<file path="src/rtl/pmp_pkg.sv">
// Package for the page mapper with protection: request/result payloads,
// configuration bundle, sequencer states and fixed codes.
// No dependencies.
package pmp_pkg;

    // Operation codes
    localparam logic [1:0] OP_TRANSLATE   = 2'd0;
    localparam logic [1:0] OP_TABLE_READ  = 2'd1;
    localparam logic [1:0] OP_TABLE_WRITE = 2'd2;

    // Table access sizes (size three behaves as long)
    localparam logic [1:0] SZ_BYTE = 2'd0;
    localparam logic [1:0] SZ_WORD = 2'd1;
    localparam logic [1:0] SZ_LONG = 2'd2;

    // Configuration register indexes and APB address width
    localparam logic [1:0] REG_MAP_DISABLE   = 2'd0;
    localparam logic [1:0] REG_JOB_BOOT_DONE = 2'd1;
    localparam logic [1:0] REG_DMA_BOOT_DONE = 2'd2;
    localparam int         APB_ADDR_W        = 4;

    // Entry word bit positions
    localparam int E1_NO_READ_BIT  = 15;
    localparam int E1_NO_WRITE_BIT = 14;
    localparam int E1_NO_EXEC_BIT  = 13;
    localparam int E0_REF_BIT      = 0;
    localparam int E0_DIRTY_BIT    = 1;
    localparam int FORCE_HIGH_BIT  = 23;

    typedef struct packed {
        logic [1:0]  operation;
        logic [23:0] address;
        logic        is_super;
        logic        is_data;
        logic        is_store;
        logic        is_code;
        logic        is_debug;
        logic        from_job_cpu;
        logic [1:0]  access_size;
        logic [31:0] write_value;
    } pmp_req_t;

    typedef struct packed {
        logic        fault;
        logic [23:0] physical_address;
        logic        may_read;
        logic        may_write;
        logic        may_exec;
        logic [31:0] read_value;
    } pmp_rsp_t;

    typedef struct packed {
        logic map_disable;
        logic job_boot_done;
        logic dma_boot_done;
    } pmp_cfg_t;

    typedef enum logic {
        ST_IDLE,
        ST_EXEC
    } pmp_state_t;

endpackage

</file>
<file path="src/rtl/pmp_cfg.sv">
// APB configuration registers of the page mapper: mapping disable and
// boot-done flags of both CPUs. Depends on pmp_pkg.
module pmp_cfg
    import pmp_pkg::*;
(
    input  logic                  clk,
    input  logic                  rst_n,
    input  logic                  psel,
    input  logic                  penable,
    input  logic                  pwrite,
    input  logic [APB_ADDR_W-1:0] paddr,
    input  logic [31:0]           pwdata,
    output logic [31:0]           prdata,
    output logic                  pready,
    output pmp_cfg_t              cfg
);

    pmp_cfg_t   cfg_reg;
    pmp_cfg_t   cfg_next;
    logic       wr_en;
    logic [1:0] reg_idx;

    assign pready  = 1'b1;
    assign wr_en   = psel & penable & pwrite;
    assign reg_idx = paddr[APB_ADDR_W-1:2];

    // Register write decode
    always_comb
    begin
        cfg_next = cfg_reg;
        if (wr_en)
        begin
            unique case (reg_idx)
                REG_MAP_DISABLE:   cfg_next.map_disable   = pwdata[0];
                REG_JOB_BOOT_DONE: cfg_next.job_boot_done = pwdata[0];
                REG_DMA_BOOT_DONE: cfg_next.dma_boot_done = pwdata[0];
                default: ;
            endcase
        end
    end

    always_ff @(posedge clk or negedge rst_n)
    begin
        if (!rst_n)
        begin
            cfg_reg <= '0;
        end
        else
        begin
            cfg_reg <= cfg_next;
        end
    end

    // Read-back mux
    always_comb
    begin
        prdata = '0;
        unique case (reg_idx)
            REG_MAP_DISABLE:   prdata[0] = cfg_reg.map_disable;
            REG_JOB_BOOT_DONE: prdata[0] = cfg_reg.job_boot_done;
            REG_DMA_BOOT_DONE: prdata[0] = cfg_reg.dma_boot_done;
            default: ;
        endcase
    end

    assign cfg = cfg_reg;

endmodule

</file>
<file path="config.mk">
export PLATFORM = sky130hd
export DESIGN_NAME = pmp_cfg
export DESIGN_NICKNAME = d
export VERILOG_FILES = /design/src/rtl/pmp_pkg.sv /design/src/rtl/pmp_cfg.sv
export SDC_FILE = /design/constraint.sdc
export NUM_CORES = 1
export LEC_CHECK = 0
export BUFFER_PORTS_ARGS = -buffer_cell sky130_fd_sc_hd__buf_2
export CAP_MARGIN = 20
export CORE_ASPECT_RATIO = 1.25
export CORE_MARGIN = 2
export CORE_UTILIZATION = 23
export DETAILED_ROUTE_END_ITERATION = 7
export GPL_TIMING_DRIVEN = 0
export PLACE_DENSITY = 0.75
export SLEW_MARGIN = 40
export SYNTH_ARGS = -nofsm -noshare
export SYNTH_HDL_FRONTEND = slang
export SYNTH_SLANG_ARGS = --single-unit
</file>
<file path="constraint.sdc">
create_clock -name clk -period 0.9 [get_ports clk]
set_clock_uncertainty 0.2 [all_clocks]
set_input_delay 0.27 -clock clk [delete_from_list [all_inputs] [get_ports clk]]
set_output_delay 0.27 -clock clk [all_outputs]
set_load 0.02 [all_outputs]
</file>
* Word-level counts from Yosys, hierarchy flattened
Index checks and enable logic that the tools add are counted.
Storage, ports and cells: input bits 41, flip-flop bits (word level) 3, word-level logic and storage cells 12, output and inout bits 36
Cells by class: multiplexer cells 1, reduce and logical (&&, ||, !) cells 4, bitwise logic cells 2, equal/unequal tests 2
Operator list (number):
- $reduce_and 2->1 | 3
- $pmux 1 s3 | 1
- $and 1x1->1 | 2
- $eq 2x1->1 const B | 1
- $eq 2x2->1 const B | 1
- $logic_not 2->1 | 1

* Depth between registers and ports, before layout
depth in word-level cells 3, mapped depth 3, mapped depth without buffers 3

* Worst setup path after synthesis
No wires, ideal clock.
kind flip-flop to output port, start register cfg_reg, in the netlist cfg[1], end output port prdata[0], slack -0.449 ns, stages on the path, launching flop included 3, required time 0.430 ns, path buffers 0, arrival time 0.879 ns, path through dfrtp_1 > mux2i_1 > o21ai_1
Between the ends: word-level cells in the longest chain between the ends 1
Ends and longest elaborated chain:
- start: declaration | line pmp_cfg.sv:18 | pmp_cfg_t cfg_reg;
- start signal: assignment | line pmp_cfg.sv:50 | cfg_reg <= cfg_next;
- $pmux 1 s3 | line pmp_cfg.sv:58 | unique case (reg_idx)
- end: declaration | line pmp_cfg.sv:13 | output logic [31:0] prdata,
Every way passes these cells.

* Worst setup path in the final report
start register cfg_reg, in the netlist cfg[2], end output port prdata[0]
The elaborated chain is that of the path after synthesis.

==> results_dict.tcl <==
set metrics [dict create \
    syn2layout_area_growth_pct 78.5 \
    cts_tree "built" \
    drtPass1Iterations 1 \
    initial_utilization_pct 24.0 \
    drc_errors 0 \
    ys_seq_area_share_pct 17.9 \
    p_switching_uw 364 \
    cts_root_buf "clkbuf_4" \
    portBuffers 11 \
    r2r_cells 2 \
    gr-total-overflow 0 \
    final_layout_size_suffix_gt1_share_pct 63.5 \
    maxCapViolCount 0 \
    critPathArrivalTime_ps 1020 \
    tns_ps -2640 \
    vdd_drop_max_uv 808 \
    syn_inst 47 \
    dp_worst_setup_slack_ps -474 \
    ys_warn_count 0 \
    num_vias 357 \
    viasPerCell 3.10 \
    rows 17 \
    htreeDepth 1 \
    dp_hpwl_um 667 \
    power_density_mw_per_mm2 1320 \
    hold_viol 0 \
    cp-start-kind "flip-flop" \
    dieWidth_um 42.2 \
    p_comb_share_pct 57.1 \
    grt_first_pass_wirelength_um 1350 \
    min_path_type "input port to flip-flop" \
    grt_use_total_pct 8.47 \
    hold_depth 2 \
    netSwitchingFraction_pct 36.7 \
    fin_crit_ps 1490 \
    path_clk_slew_ps 30 \
    end_kind "output pin" \
    antenna_found_initial 0 \
    drt-initial-drc-count 0 \
    crit_fanout 2 \
    ios 77 \
    grt_max_degree 6 \
    clkPwrFrac_pct 23.1 \
    core_area_mm2 0.00174 \
    finalPower_uw 991 \
    cp_data_required_time_ps 430 \
    p_int_uw 627 \
    numCtsBuffers 3 \
    clock_latency_ps 230 \
    finalWorstSetupSlack_ps -585 \
    synth_area_um2 419 \
    status "finished with violations" \
    fin_nets 138 \
    violations "negative setup slack" \
    yosysUniqueCellTypes 10 \
    max_clock_freq_ghz 0.673 \
    clock_path_buffers 2 \
    period_share_pct 165 \
    gp_congestion 0.631 \
    wl_per_cell_um 7.84 \
    ys_seq_elements 3 \
    path_class "flip-flop to output pin" \
    cts.sinks 3 \
    rsz0062_at_grt "yes" \
    largest_register_ffs 3 \
    drtAntennaViolNets 0 \
    drv_slew 0 \
    diodes 0 \
    grt_pass1_vias 336 \
    wl_um 902 \
    synth.avg_cell_area_um2 8.92 \
    power_frac_seq_pct 19.8 \
    die-area_mm2 0.00218 \
    leakage_uw 0.000441 \
    finalSetupViolCount 7 \
    die_y_um 51.7 \
]
area by class of cell:
| type | instances | area (um^2) |
|---|---|---|
| repair buffers | 15 | 131 |
| fillers | 190 | 996 |
| multi-input cells | 42 | 248 |
| flip-flops and latches | 3 | 78.8 |
| plain buffers | 32 | 240 |
| well taps | 19 | 23.8 |
| clock buffers | 4 | 26.3 |
worst max-delay path: stages, from the launching register on:
cell and delay (ps):
dfrtp_2 400, mux2i_2 180, o21ai_2 70, buf_6 130
Yosys cell counts:
master | instances | area share [%]
nor3_1 | 1 | 1.2
dfrtp_1 | 3 | 18
nand3_2 | 1 | 2.4
buf_4 | 32 | 57
mux2_1 | 3 | 8.1
conb_1 | 2 | 1.8
o21ai_1 | 1 | 1.2
mux2i_1 | 1 | 2.4
nand3b_1 | 1 | 1.8
nor3b_2 | 2 | 6.0
worst paths after layout:
check	startpoint	end	slack (ps)
setup reg to reg	cfg[2]	cfg[2]	-240
hold reg to reg	cfg[0]	cfg[0]	430
min in group asynchronous	rst_n	cfg[1]	160
hold / removal	pwdata[0]	cfg[0]	130
setup / recovery	cfg[2]	prdata[0]	-590
max in group asynchronous	rst_n	cfg[2]	220
cells in the final DEF (no fill, tap or decap):
master,count
mux2_4,3
clkbuf_1,1
clkbuf_4,3
nor3_2,1
buf_4,35
nor3b_2,2
buf_2,4
nand3b_1,1
dfrtp_2,3
nand3_4,1
mux2i_2,1
dlygate4sd3_1,1
o21ai_2,1
conb_1,32
buf_6,7
repair_timing:
| action | CTS | global route |
|---|---|---|
| setup buffers | 2 | 1 |
| hold buffers | 1 | 0 |
| endpoints found under the setup margin | 7 | 7 |
| pin swaps | 3 | 0 |
| hold endpoints to repair | 3 | 0 |
| gates resized for setup | 14 | 1 |
through the flow:
step,cells,hold slack [ps],instance area [um^2],utilization (%)
final,115,125,748,42.9
after global placement,107,-135,631,36.2
after detailed placement,107,-134,631,36.2
after global routing,115,118,748,42.9
after CTS,114,105,737,42.3
after floorplan,77,-226,552,-
per-layer routing:
metal	GRT usage, %	part of all wire, %
met5	0	0
met4	6.25	0
met3	2.43	12
met2	18.2	64
met1	5.67	24
cell families (layout without fill, tap and decap cells):
kind of cell / Yosys count / count (layout) / synth area share (%)
AOI/OAI and AO/OA: 1 / 1 / 1.19
other: 2 / 32 / 1.79
buffers and inverters: 32 / 51 / 57.3
DFF: 3 / 3 / 17.9
and+or+nand+nor: 5 / 5 / 11.3
muxes: 4 / 4 / 10.4
power by group through the flow:
| stage | Clock, uW | Sequential (uW) | Combinational [uW] |
|---|---|---|---|
| global placement | 0 | 192 | 394 |
| detailed placement | 0 | 197 | 402 |
| finish | 229 | 196 | 566 |
| global route | 268 | 199 | 600 |
| floorplan | 0 | 235 | 282 |
| CTS | 242 | 198 | 529 |
No activity file was read; power rests on OpenSTA's default activity.
